## config.mk

```make
export PLATFORM = sky130hd
export DESIGN_NAME = ringtone_text_note_parser
export DESIGN_NICKNAME = d
export VERILOG_FILES = /design/src/design/rtp_pkg.sv /design/src/design/rtp_front.sv /design/src/design/rtp_queue.sv /design/src/design/rtp_back.sv /design/src/design/ringtone_text_note_parser.sv
export SDC_FILE = /design/constraint.sdc
export NUM_CORES = 1
export LEC_CHECK = 0
export ABC_AREA = 1
export BUFFER_PORTS_ARGS = -buffer_cell sky130_fd_sc_hd__buf_2
export CAP_MARGIN = 15
export CORE_MARGIN = 2
export CORE_UTILIZATION = 60
export CTS_CLUSTER_DIAMETER = 50
export CTS_CLUSTER_SIZE = 12
export DETAILED_ROUTE_END_ITERATION = 16
export PLACE_DENSITY = 0.87
export SYNTH_ARGS = -nofsm -noshare
export SYNTH_HDL_FRONTEND = slang
export SYNTH_SLANG_ARGS = --single-unit
export TNS_END_PERCENT = 30
```

## constraint.sdc

```tcl
create_clock -name clk -period 17.2 [get_ports clk]
set_input_delay 2.58 -clock clk [delete_from_list [all_inputs] [get_ports clk]]
set_output_delay 2.58 -clock clk [all_outputs]
set_load 0.03 [all_outputs]
```

## src/design/rtp_pkg.sv

```systemverilog
`timescale 1ns / 1ps
package rtp_pkg;

  localparam int unsigned NUMBER_MAX_DEF = 65535;
  localparam int unsigned OCTAVE_MAX_DEF = 9;

  localparam logic [1:0] KIND_NOTE = 2'd0;
  localparam logic [1:0] KIND_REST = 2'd1;
  localparam logic [1:0] KIND_END  = 2'd2;
  localparam logic [1:0] KIND_BAD  = 2'd3;

  typedef enum logic [1:0] {
    OP_NOTE = 2'd0,
    OP_REST = 2'd1,
    OP_STOP = 2'd2
  } op_t;

  // One queued job for the back end.
  typedef struct packed {
    op_t         op;
    logic [1:0]  stop_kind;
    logic [15:0] len;
    logic [15:0] bpm;
    logic        dotted;
    logic [7:0]  midi;
    logic [15:0] offset;
    logic        last;
  } job_t;

  function automatic logic [24:0] semitone_ratio(input logic [3:0] r);
    logic [24:0] v;
    begin
      unique case (r)
        4'd0:    v = 25'd16777216;
        4'd1:    v = 25'd17774841;
        4'd2:    v = 25'd18831788;
        4'd3:    v = 25'd19951585;
        4'd4:    v = 25'd21137968;
        4'd5:    v = 25'd22394897;
        4'd6:    v = 25'd23726566;
        4'd7:    v = 25'd25137421;
        4'd8:    v = 25'd26632170;
        4'd9:    v = 25'd28215802;
        4'd10:   v = 25'd29893600;
        4'd11:   v = 25'd31671166;
        default: v = 25'd16777216;
      endcase
      return v;
    end
  endfunction

  function automatic logic [3:0] letter_semitone(input logic [2:0] l);
    logic [3:0] v;
    begin
      unique case (l)
        3'd0:    v = 4'd9;
        3'd1:    v = 4'd11;
        3'd2:    v = 4'd0;
        3'd3:    v = 4'd2;
        3'd4:    v = 4'd4;
        3'd5:    v = 4'd5;
        3'd6:    v = 4'd7;
        default: v = 4'd0;
      endcase
      return v;
    end
  endfunction

endpackage

```

## src/design/rtp_front.sv

```systemverilog
`timescale 1ns / 1ps
module rtp_front
  import rtp_pkg::*;
#(
  parameter int unsigned NUMBER_MAX = NUMBER_MAX_DEF,
  parameter int unsigned OCTAVE_MAX = OCTAVE_MAX_DEF
) (
  input  logic       clk,
  input  logic       rst,
  input  logic       push,
  output logic       full,
  input  logic [7:0] text_byte,
  input  logic       end_of_text,
  output logic       job_valid,
  output job_t       job,
  input  logic       job_ready
);

  typedef enum logic [3:0] {
    PH_NAME, PH_HDR, PH_EQ, PH_HNUM, PH_LEN, PH_SHARP, PH_DOT, PH_OCT, PH_COMMA, PH_STOP
  } phase_t;

  phase_t      phase, ph_n;
  logic [15:0] number_accum, na_n;
  logic [15:0] default_length, dl_n;
  logic [3:0]  default_oct, do_n;
  logic [15:0] tempo_bpm, tb_n;
  logic [1:0]  header_key, hk_n;
  logic [15:0] cur_len, cl_n;
  logic        cur_dot, cd_n;
  logic [3:0]  cur_semitone, cs_n;
  logic        cur_is_rest, cr_n;
  logic [15:0] byte_offset;

  // Up to two jobs per byte, held until the queue takes them.
  job_t        j0, j1, j0_n, j1_n;
  logic [1:0]  jcnt, jn;
  logic        jsel;

  logic [7:0]  c, u;
  logic        dig;
  logic [15:0] pos;
  logic [20:0] acc_w;
  logic [15:0] acc_v;

  assign full = (jcnt != 2'd0);
  assign job_valid = full;
  assign job = jsel ? j1 : j0;

  function automatic job_t mk_stop(input logic [1:0] k, input logic [15:0] off);
    job_t t;
    begin
      t = '0;
      t.op = OP_STOP;
      t.stop_kind = k;
      t.offset = off;
      return t;
    end
  endfunction

  always_comb begin
    logic        again, bad, hs_ok, eot;
    logic [15:0] endpos;
    logic [3:0]  oct;
    logic [1:0]  n;
    job_t        nt;
    c = text_byte;
    u = (c >= 8'h61 && c <= 8'h7a) ? c - 8'd32 : c;
    dig = (c >= 8'h30 && c <= 8'h39);
    pos = byte_offset;
    eot = end_of_text;
    acc_w = {5'd0, number_accum} * 21'd10 + {13'd0, c - 8'h30};
    acc_v = (acc_w > 21'(NUMBER_MAX)) ? 16'(NUMBER_MAX) : acc_w[15:0];
    ph_n = phase; na_n = number_accum; dl_n = default_length; do_n = default_oct;
    tb_n = tempo_bpm; hk_n = header_key; cl_n = cur_len; cd_n = cur_dot;
    cs_n = cur_semitone; cr_n = cur_is_rest;
    j0_n = '0; j1_n = '0; n = 2'd0;
    bad = 1'b0; hs_ok = 1'b0; oct = '0; nt = '0; endpos = '0;
    again = 1'b1;
    for (int i = 0; i < 4; i++) begin
      if (again && ph_n != PH_STOP) begin
        again = 1'b0;
        unique case (ph_n)
          PH_NAME: if (c == 8'h3a) ph_n = PH_HDR;
          PH_HDR: begin
            if (c == 8'h20 || c == 8'h0a) begin
            end else if (c == 8'h3a) begin
              ph_n = PH_LEN; na_n = '0;
            end else if (u == 8'h44 || u == 8'h4f || u == 8'h42) begin
              hk_n = (u == 8'h44) ? 2'd0 : ((u == 8'h4f) ? 2'd1 : 2'd2);
              ph_n = PH_EQ;
            end else bad = 1'b1;
          end
          PH_EQ: begin
            if (c == 8'h3d) begin
              ph_n = PH_HNUM; na_n = '0;
            end else bad = 1'b1;
          end
          PH_HNUM: begin
            if (dig) na_n = acc_v;
            else if (na_n == '0) bad = 1'b1;
            else begin
              priority case (hk_n)
                2'd0: dl_n = na_n;
                2'd1: do_n = (na_n > 16'(OCTAVE_MAX)) ? 4'(OCTAVE_MAX) : na_n[3:0];
                default: tb_n = na_n;
              endcase
              ph_n = PH_HDR;
              if (c != 8'h2c) again = 1'b1;
            end
          end
          PH_LEN: begin
            if (dig) na_n = acc_v;
            else if ((u >= 8'h41 && u <= 8'h47) || u == 8'h50) begin
              cl_n = (na_n != '0) ? na_n : dl_n;
              cd_n = 1'b0;
              na_n = '0;
              if (u == 8'h50) begin
                cr_n = 1'b1; cs_n = '0; ph_n = PH_DOT;
              end else begin
                cr_n = 1'b0; cs_n = letter_semitone(3'(u - 8'h41)); ph_n = PH_SHARP;
              end
            end else bad = 1'b1;
          end
          PH_SHARP: begin
            ph_n = PH_DOT;
            if (c == 8'h23) cs_n = cs_n + 4'd1;
            else again = 1'b1;
          end
          PH_DOT: begin
            ph_n = cr_n ? PH_COMMA : PH_OCT;
            if (c == 8'h2e) cd_n = 1'b1;
            else again = 1'b1;
          end
          PH_OCT: begin
            if (dig) na_n = acc_v;
            else begin
              ph_n = PH_COMMA; again = 1'b1;
            end
          end
          PH_COMMA: begin
            if (c == 8'h2c) begin
              n = n + 2'd1; ph_n = PH_LEN;
            end else bad = 1'b1;
          end
          default: ph_n = PH_STOP;
        endcase
        if (bad) begin
          if (n == 2'd0) j0_n = mk_stop(KIND_BAD, pos);
          ph_n = PH_STOP;
          n = 2'd1;
          bad = 1'b0;
        end
      end
    end
    // Build the note job from the state at emission time.
    oct = (na_n != '0) ? ((na_n > 16'(OCTAVE_MAX)) ? 4'(OCTAVE_MAX) : na_n[3:0])
                       : do_n;
    nt = '0;
    nt.op = cr_n ? OP_REST : OP_NOTE;
    nt.len = cl_n;
    nt.bpm = tb_n;
    nt.dotted = cd_n;
    nt.midi = cr_n ? 8'd0 : 8'({4'd0, cs_n} + ({4'd0, oct} + 8'd1) * 8'd12);
    if (n == 2'd1 && ph_n != PH_STOP) begin
      j0_n = nt;
      na_n = '0;
    end
    if (eot) begin
      endpos = (pos != 16'hffff) ? pos + 16'd1 : pos;
      if (ph_n == PH_HNUM) begin
        hs_ok = (na_n != '0);
        if (hs_ok) begin
          priority case (hk_n)
            2'd0: dl_n = na_n;
            2'd1: do_n = (na_n > 16'(OCTAVE_MAX)) ? 4'(OCTAVE_MAX) : na_n[3:0];
            default: tb_n = na_n;
          endcase
        end
        j0_n = mk_stop(hs_ok ? KIND_END : KIND_BAD, endpos);
        n = 2'd1;
      end else if (ph_n == PH_SHARP || ph_n == PH_DOT || ph_n == PH_OCT ||
                   ph_n == PH_COMMA) begin
        if (n == 2'd0) begin
          j0_n = nt; j1_n = mk_stop(KIND_END, endpos);
        end else j1_n = mk_stop(KIND_END, endpos);
        n = 2'd2;
        if (n == 2'd2 && j0_n.op == OP_STOP) begin
        end
      end else if (ph_n != PH_STOP) begin
        if (n == 2'd0) j0_n = mk_stop(KIND_END, endpos);
        else j1_n = mk_stop(KIND_END, endpos);
        n = n + 2'd1;
      end
      ph_n = PH_NAME; na_n = '0; hk_n = '0; cl_n = '0; cd_n = 1'b0;
      cs_n = '0; cr_n = 1'b0;
    end
    if (n == 2'd1) j0_n.last = 1'b1;
    if (n == 2'd2) j1_n.last = 1'b1;
    jn = n;
  end

  always_ff @(posedge clk) begin
    if (rst) begin
      phase <= PH_NAME;
      number_accum <= '0;
      default_length <= 16'd4;
      default_oct <= 4'd4;
      tempo_bpm <= 16'd120;
      header_key <= '0;
      cur_len <= '0;
      cur_dot <= 1'b0;
      cur_semitone <= '0;
      cur_is_rest <= 1'b0;
      byte_offset <= '0;
      jcnt <= '0;
      jsel <= 1'b0;
    end else if (push && !full) begin
      phase <= ph_n;
      number_accum <= na_n;
      default_length <= dl_n;
      default_oct <= do_n;
      tempo_bpm <= tb_n;
      header_key <= hk_n;
      cur_len <= cl_n;
      cur_dot <= cd_n;
      cur_semitone <= cs_n;
      cur_is_rest <= cr_n;
      byte_offset <= end_of_text ? 16'd0
                   : ((byte_offset != 16'hffff) ? byte_offset + 16'd1 : byte_offset);
      j0 <= j0_n;
      j1 <= j1_n;
      jcnt <= jn;
      jsel <= 1'b0;
    end else if (job_valid && job_ready) begin
      jcnt <= jcnt - 2'd1;
      jsel <= 1'b1;
    end
  end

endmodule

```

## src/design/rtp_queue.sv

```systemverilog
`timescale 1ns / 1ps
module rtp_queue
  import rtp_pkg::*;
(
  input  logic clk,
  input  logic rst,
  input  logic in_valid,
  input  job_t in_job,
  output logic in_ready,
  output logic out_valid,
  output job_t out_job,
  input  logic out_ready
);

  job_t       mem [4];
  logic [1:0] wp, rp;
  logic [2:0] cnt;

  assign in_ready = (cnt != 3'd4);
  assign out_valid = (cnt != 3'd0);
  assign out_job = mem[rp];

  always_ff @(posedge clk) begin
    if (in_valid && in_ready) mem[wp] <= in_job;
  end

  always_ff @(posedge clk) begin
    if (rst) begin
      wp <= '0; rp <= '0; cnt <= '0;
    end else begin
      if (in_valid && in_ready) wp <= wp + 2'd1;
      if (out_valid && out_ready) rp <= rp + 2'd1;
      cnt <= cnt + {2'd0, in_valid && in_ready} - {2'd0, out_valid && out_ready};
    end
  end

endmodule

```

## src/design/rtp_back.sv

```systemverilog
`timescale 1ns / 1ps
module rtp_back
  import rtp_pkg::*;
(
  input  logic        clk,
  input  logic        rst,
  input  logic        job_valid,
  input  job_t        job,
  output logic        job_ready,
  output logic        empty,
  input  logic        pop,
  output logic [1:0]  kind,
  output logic [7:0]  midi_note,
  output logic [11:0] freq_hz,
  output logic [18:0] duration_ms,
  output logic [15:0] stop_offset,
  output logic        last
);

  typedef enum logic [2:0] {S_IDLE, S_DIV1, S_DIV2, S_FREQ, S_DONE} state_t;

  state_t      state;
  job_t        cur;
  logic [20:0] quo;
  logic [20:0] rem;
  logic [15:0] dsr;
  logic [4:0]  bitn;
  logic [20:0] rtry;
  logic        step_ge;
  logic [20:0] rem_nx;
  logic [20:0] quo_nx;
  logic [3:0]  mr;
  logic [3:0]  mq;
  logic [31:0] fprod;
  logic [43:0] fsh;

  assign job_ready = (state == S_IDLE) && empty;
  assign rtry = {rem[19:0], quo[20]};
  assign step_ge = (rtry >= {5'd0, dsr});
  assign rem_nx = step_ge ? (rtry - {5'd0, dsr}) : rtry;
  assign quo_nx = {quo[19:0], step_ge};

  // The octave is (midi + 3) / 12, taken as a multiply by 171 and a shift by 11.
  always_comb begin
    logic [7:0]  m8;
    logic [15:0] mprod;
    m8 = cur.midi + 8'd3;
    mprod = {8'd0, m8} * 16'd171;
    mq = mprod[14:11];
    mr = 4'(m8 - 8'({4'd0, mq} * 8'd12));
  end

  always_comb begin
    if (mq >= 4'd6) fsh = ({12'd0, fprod} << (mq - 4'd6)) >> 24;
    else fsh = {12'd0, fprod} >> (5'd24 + 5'(4'd6 - mq));
  end

  always_ff @(posedge clk) begin
    if (rst) begin
      state <= S_IDLE;
      empty <= 1'b1;
    end else begin
      unique case (state)
        S_IDLE: begin
          if (!empty && pop) empty <= 1'b1;
          if (job_valid && job_ready) begin
            cur <= job;
            if (job.op == OP_STOP) begin
              kind <= job.stop_kind; midi_note <= '0; freq_hz <= '0;
              duration_ms <= '0; stop_offset <= job.offset; last <= job.last;
              empty <= 1'b0;
            end else begin
              quo <= 21'd60000; rem <= '0; dsr <= job.bpm; bitn <= '0;
              state <= S_DIV1;
            end
          end
        end
        S_DIV1, S_DIV2: begin
          if (bitn == 5'd20) begin
            bitn <= '0;
            if (state == S_DIV1) begin
              quo <= {quo_nx[18:0], 2'b00};
              rem <= '0;
              dsr <= cur.len;
              state <= S_DIV2;
            end else begin
              quo <= quo_nx;
              rem <= rem_nx;
              state <= S_FREQ;
              fprod <= 32'd110 * {7'd0, semitone_ratio(mr)};
            end
          end else begin
            quo <= quo_nx;
            rem <= rem_nx;
            bitn <= bitn + 5'd1;
          end
        end
        S_FREQ: begin
          duration_ms <= cur.dotted ? 19'(quo + (quo >> 1)) : quo[18:0];
          freq_hz <= (cur.op == OP_REST) ? 12'd0
                   : ((fsh > 44'd4095) ? 12'd4095 : fsh[11:0]);
          kind <= (cur.op == OP_REST) ? KIND_REST : KIND_NOTE;
          midi_note <= cur.midi;
          stop_offset <= '0;
          last <= cur.last;
          state <= S_DONE;
        end
        S_DONE: begin
          empty <= 1'b0;
          state <= S_IDLE;
        end
        default: state <= S_IDLE;
      endcase
    end
  end

endmodule

```

## src/design/ringtone_text_note_parser.sv

```systemverilog
`timescale 1ns / 1ps
// Ringtone text parser: push one text byte at a time while full is low; each byte is
// classified as it is taken and gives up to two result items, which a four-deep queue
// hands to the back end. The back end works out a note or rest with its two 21-step
// shift-subtract divisions for the duration, and takes no new item until its result is popped.
module ringtone_text_note_parser
  import rtp_pkg::*;
#(
  parameter int unsigned NUMBER_MAX = NUMBER_MAX_DEF,
  parameter int unsigned OCTAVE_MAX = OCTAVE_MAX_DEF
) (
  input  logic        clk,
  input  logic        rst,
  input  logic        push,
  output logic        full,
  input  logic [7:0]  text_byte,
  input  logic        end_of_text,
  output logic        empty,
  input  logic        pop,
  output logic [1:0]  kind,
  output logic [7:0]  midi_note,
  output logic [11:0] freq_hz,
  output logic [18:0] duration_ms,
  output logic [15:0] stop_offset,
  output logic        last
);

  logic fv, fr, qv, qr;
  job_t fj, qj;

  rtp_front #(.NUMBER_MAX(NUMBER_MAX), .OCTAVE_MAX(OCTAVE_MAX)) u_front (
    .clk, .rst, .push, .full, .text_byte, .end_of_text,
    .job_valid(fv), .job(fj), .job_ready(fr)
  );

  rtp_queue u_queue (
    .clk, .rst, .in_valid(fv), .in_job(fj), .in_ready(fr),
    .out_valid(qv), .out_job(qj), .out_ready(qr)
  );

  rtp_back u_back (
    .clk, .rst, .job_valid(qv), .job(qj), .job_ready(qr),
    .empty, .pop, .kind, .midi_note, .freq_hz, .duration_ms, .stop_offset, .last
  );

endmodule

```

**Word level (Yosys, flattened, before mapping)**

Memory sizes are Yosys's and may differ from the RTL's. A register that Yosys moved wholly into a read port is not among the register bits.
Index checks and enable logic that the tools add are counted.

- Memory bits (writable): 248
- Flip-flop bits (word level): 413
- Memories: 2
- Bits of input ports: 13
- Word-level logic and storage cells: 701
- Bits in read-only memories: 384
- Output and inout bits: 60

Memory list:

| name | depth | bits a word | rd ports | clocked after Yosys merged registers in | write ports | line | source |
|---|---|---|---|---|---|---|---|
| (name not given) | 16 | 24 | 1 | 0 | 0 | rtp_pkg.sv:33 | `unique case (r)` |
| u_queue.mem | 4 | 62 | 1 | 1 | 1 | rtp_queue.sv:15 | `job_t mem [4];` |

- $mul: 5
- Equality and inequality tests: 81
- $add $sub $neg: 28
- $lt $le $gt $ge: 16
- Bitwise logic cells: 4
- Reduce and logical (&&, ||, !) cells: 73
- Muxes and demuxes: 438
- Shift-type cells: 2

Operator list:

| kind | count |
|---|---|
| 16-bit two-way mux | 108 |
| 62-bit two-way mux | 23 |
| 4-bit two-way mux | 106 |
| 16-bit case mux with 4 select lines | 4 |
| 4-bit case mux with 9 select lines | 4 |
| 2-bit two-way mux | 53 |
| 20-bit two-way mux | 5 |
| 25-bit two-way mux | 4 |
| 16-bit by 4-bit > comparator with 1-bit output, second input constant | 6 |
| 16-bit nonzero test | 6 |
| 21-bit two-way mux | 4 |
| 1-bit two-way mux | 81 |
| 4-bit by 3-bit == test with 1-bit output, second input constant | 19 |
| 16-bit zero test | 4 |
| 16-bit case mux with 2 select lines | 2 |
| 19-bit two-way mux | 3 |
| 8-bit by 6-bit == test with 1-bit output, second input constant | 6 |
| 12-bit two-way mux | 4 |
| 44-bit by 12-bit > comparator with 1-bit output, second input constant | 1 |
| 44-bit two-way mux | 1 |
| 32-bit by 4-bit << shifter with 44-bit output | 1 |
| 32-bit by 5-bit >> shifter with 44-bit output | 1 |
| 21-bit case mux with 2 select lines | 1 |
| 20-bit case mux with 2 select lines | 1 |
| other kinds (77) | 199 |

**Logic depth before layout (Yosys ltp)**

- Word-level depth: 42
- Gate-level depth with buffers: 62
- Gate-level depth less buffers: 60

**By module**

From an unflattened synthesis, not the netlist that was laid out.

- Cells, all modules: 4606
- Area, all modules: 39190.1 µm²

By module, submodules not included:

| module | instances | cells each | seq. area each (µm²) | area an instance (µm²) |
|---|---|---|---|---|
| rtp_back | 1 | 1924 | 5215.0 | 15532.4 |
| rtp_front | 1 | 2017 | 4354.2 | 13405.4 |
| rtp_queue | 1 | 665 | 7627.3 | 10252.3 |

**Least setup slack after synthesis**

OpenSTA, ideal clock, no wires.

- Path kind: flip-flop to flip-flop
- Start point: register u_back.cur[17] (netlist name)
- End point: register u_back.fprod[30] (data pin)
- Clock period less this slack: 10.879 ns
- Setup slack: 6.321 ns
- Required time: 16.940 ns
- Stages on the path, launching flop included: 59
- Library setup time: 0.260 ns
- Arrival time: 10.618 ns
- Path buffers: 4
- Cell sequence: edfxtp_1 -> inv_1 -> ha_1 -> inv_1 -> nand3_1 -> nor3_1 -> xor2_1 -> ha_1 -> fa_1 -> inv_1 -> fa_1 -> inv_1 -> ha_1 -> nand2_1 -> nor2_1 -> a211oi_1 -> o221ai_1 -> or2_2 -> [23 not listed] -> a21oi_1 -> o21ai_0 -> nand4_1 -> o211ai_1 -> a21oi_1 -> o21bai_1 -> a21oi_1 -> o21bai_1 -> a21oi_1 -> o21bai_1 -> nand3_1 -> nand2_1 -> nand3_1 -> nand2_1 -> a21oi_1 -> nor2_1 -> nor2_1 -> xor2_1

- Longest elaborated chain between the ends: 10

RTL lines:

| item | line | source |
|---|---|---|
| from (decl) | rtp_back.sv:23 | `job_t cur;` |
| from (signal assigned) | rtp_back.sv:67 | `cur <= job;` |
| 8-bit by 2-bit adder with 8-bit output (*) | rtp_back.sv:47 | `m8 = cur.midi + 8'd3;` |
| 8-bit by 8-bit multiplier with 15-bit output | rtp_back.sv:48 | `mprod = {8'd0, m8} * 16'd171;` |
| 4-bit by 2-bit multiplier with 2-bit output | rtp_back.sv:50 | `mr = 4'(m8 - 8'({4'd0, mq} * 8'd12));` |
| 4-bit subtractor (*) | rtp_back.sv:50 |  |
| memory 16 x 24 bit (*) | - |  |
| 25-bit two-way mux (*) | rtp_back.sv:81 | `if (state == S_DIV1) begin` |
| 25-bit two-way mux (*) | rtp_back.sv:79 | `if (bitn == 5'd20) begin` |
| 25-bit two-way mux (*) | rtp_back.sv:63 | `unique case (state)` |
| 25-bit two-way mux (*) | rtp_back.sv:59 | `if (rst) begin` |
| 6-bit by 25-bit multiplier with 31-bit output (*) | rtp_back.sv:90 | `fprod <= 32'd110 * {7'd0, semitone_ratio(mr)};` |
| to (signal assigned) | rtp_back.sv:90 |  |
| to (decl) | rtp_back.sv:34 | `logic [31:0] fprod;` |

Every way passes the cells marked *; elsewhere a longest branch is shown, timed or not. The select of a mux whose other input is x is not followed.
A chain may end at the register's enable or synchronous reset.

**Worst setup path in the final report**

Ends and elaborated chain as after synthesis.

==> reports/qor.tcl <==
set qor(die_width_um) 253
set qor(pins_over_their_slew_limit) 0
set qor(dp_hpwl_mm) 61.3
set qor(floorplan.die.height_um) 253
set qor(drt_pre_antenna_iters) 8
set qor(max-cap-violations) 0
set qor(tritoncts) {yes}
set qor(drtAntennaViolNets) 0
set qor(initial_utilization) 0.604
set qor(clkLatencyLatePin_ns) 0.65
set qor(clkSinkCount) 614
set qor(crit_slowest_cell) {fa_1}
set qor(final_period_minus_worst_setup_slack_ns) 12.98
set qor(io_pins) 73
set qor(io_buffer_count) 72
set qor(critPathRequiredTime_ns) 17.56
set qor(critical-path-top-delay-family) {adder cells}
set qor(cts.clk_slew.worst_paths_ns) 0.06
set qor(final-instance-count-excl-fill) 5052
set qor(number_of_filler_instances_in_the_final_layout) 4590
set qor(area_delta_synth_final_pct) 7.96
set qor(rsz0062_at_grt) {no}
set qor(grt_pass1_wl_mm) 145
set qor(number_of_levels_the_h_tree_was_split_into) 2
set qor(final_nets) 4513
set qor(finClkSkew_ns) 0.0408
set qor(worst_path_most_repeated_cell) {inv_1}
set qor(antenna_cells_inserted) 0
set qor(grt_pass1_vias) 28500
set qor(layout_commonest_cell) {nand2_1}
set qor(gr-usage-all-layers) 0.280
set qor(worst-slew-pin-transition_ns) 1.11
set qor(floorplan.rows) 91
set qor(crit_type) {flop to flop}
set qor(worstHoldPathType) {flop to flop}
set qor(synthesis.area_um2) 37100
set qor(layout_worst_path_cycle_share) 0.754
set qor(critPathMaxStageDelay_ns) 0.56
set qor(synthesis.nets) 4497
set qor(fmax_mhz) 77.1
set qor(placed_cells_incl_taps) 4938
set qor(register_area_um2) 17300
set qor(fp.dieArea_um2) 63900
set qor(ys.flop_type) {edfxtp_1}
set qor(initial_antenna_violation_count) 3
set qor(cts.repair.resized) 0
set qor(synth-edff-count) 502
set qor(status) {finished clean}
set qor(place_congestion) 0.956
set qor(clock_tree.root_cell) {clkbuf_16}
set qor(vias_per_cell) 5.97
set qor(initialDrtViolationCount) 3465
set qor(synth_seq_area_share) 0.467
set qor(slew_headroom) 0.261
set qor(cts.repair_timing.setup_buffer_count) 0
set qor(ys_async_sr_fraction) 0
set qor(synth.yosys.warnings) 0
set qor(drc_errors) 0
set qor(setup_tns_ns) 0
set qor(multiInputGateArea_um2) 17100
set qor(synthCells) 4196
set qor(critical_path.n_buffers_inverters) 10
set qor(numCtsBuffers) 61
set qor(fp.coreArea_um2) 61500
set qor(cp_data_arrival_time_ns) 13.33
set qor(hold_buffers) 0
set qor(finalHoldViolations) 0
set qor(grt_max_degree) 93
set qor(final_cell_mix) {637 x nand2_1, 551 x inv_1, 526 x nor2_1, 502 x edfxtp_1, 460 x o21ai_0}
set qor(setup_viol_count_final) 0
set qor(num_vias) 30100
set qor(netlist-cell-type-count) 71
set qor(postRouteWirelength_mm) 90.4
set qor(grt.overflow.total) 0
set qor(post_route_cells_drive_above_1_share) 0.0730
set qor(clock_path_buffers) 3
set qor(setup.worst_path.start_class) {flop}
set qor(ys_seq_elements) 614
set qor(syn_avg_cell_area_um2) 8.85
set qor(avgRoutedWirePerCell_um) 17.9
set qor(cp-end-kind) {flop}
set qor(critPathMaxFanout) 48
[worst register-to-register path: cells and delay by family (launching register included)]
kind            cells  cell delay, ns
compound gates     15            2.82
fa+ha+maj          10            4.32
buf+inv            10            1.68
xor+xnor            3            0.74
simple gates       17            2.62
flops               1            0.53
[logic make-up after synthesis]
| logic type | share of synthesized area |
|---|---|
| muxes | 0.00378 |
| DFF | 0.467 |
| adders and majority gates | 0.114 |
| xor gates and xnor gates | 0.0276 |
| AOI/OAI and AO/OA | 0.145 |
| buffers and inverters | 0.0749 |
| and+or+nand+nor | 0.168 |
[cell usage after synthesis (11+ instances only)]
cell type  number  area, um^2
a21oi_1       217        1090
a22oi_1        13        97.6
a31oi_1        28         175
clkbuf_1      136         510
clkinv_1       11        41.3
dfxtp_1       112        2240
edfxtp_1      502       15100
fa_1           83        1660
ha_1          205        2560
inv_1         552        2070
inv_2          19        71.3
mux2i_1        14         140
nand2_1       637        2390
nand2_2        21         131
nand3_1       125         626
nand4_1        36         225
nor2_1        533        2000
nor3_1         33         165
o211ai_1       34         255
o21ai_0       460        2300
o21ai_1        24         120
o21bai_1       11        82.6
o22ai_1       109         682
or2_2          29         181
xnor2_1        35         307
xor2_1         82         718
[worst paths after layout]
| kind | start | endpoint | slack (ns) | cells past startpoint |
|---|---|---|---|---|
| worst min register to register | u_front.tempo_bpm[10]$_SDFFE_PP0P_ | u_front.tempo_bpm[10]$_SDFFE_PP0P_ | 0.45 | 2 |
| worst max-delay path | u_back.cur[17]$_DFFE_PP_ | u_back.fprod[30]$_DFFE_PP_ | 4.22 | 55 |
| worst min-delay path | u_front.tempo_bpm[10]$_SDFFE_PP0P_ | u_front.tempo_bpm[10]$_SDFFE_PP0P_ | 0.45 | 2 |
| worst max register to register | u_back.cur[17]$_DFFE_PP_ | u_back.fprod[30]$_DFFE_PP_ | 4.22 | 55 |
[registers in the layout, summed over array words and instances, names as in the netlist, 5 cells and up, named ones only]
register                cells
u_queue.mem               244
u_front.j0                 61
u_back.fprod               31
u_back.cur                 28
u_back.quo                 21
u_back.rem                 20
u_back.duration_ms         19
u_front.j1                 18
u_back.dsr                 16
u_back.stop_offset         16
u_front.byte_offset        16
u_front.cur_len            16
u_front.default_length     16
u_front.number_accum       16
u_front.tempo_bpm          16
u_back.freq_hz             12
u_back.midi_note            8
u_back.bitn                 5
[final cells by class]
cell class | count | share of cell area
flip-flops and latches | 614 | 0.432
multi-input cells | 2848 | 0.427
inverters | 583 | 0.0546
clock buffers | 103 | 0.0433
well taps | 790 | 0.0247
repair buffers | 104 | 0.0151
clock inverters | 10 | 0.00309
[metrics by stage]
stage	utilization	hold WS [ns]	setup WS (ns)	instance area, um^2
floorplan	-	0.412	6.32	37100
global placement	0.621	0.425	4.98	38200
detailed placement	0.621	0.425	4.55	38200
CTS	0.652	0.450	4.34	40100
global route	0.652	0.466	3.01	40100
finish	0.652	0.451	4.22	40100
[per-layer routing]
metal	vias to the layer above	wire length, um	part of all wire	GRT usage
met2	1622	42900	0.48	0.467
met1	14100	36800	0.41	0.381
met3	207	8290	0.092	0.0429
li1	14300	-	-	-
met5	-	38	0.00042	0
met4	6	2330	0.026	0.0825
Power is not shown: default switching activity piles up to over one toggle a cycle in this logic, so the estimate is an artifact.
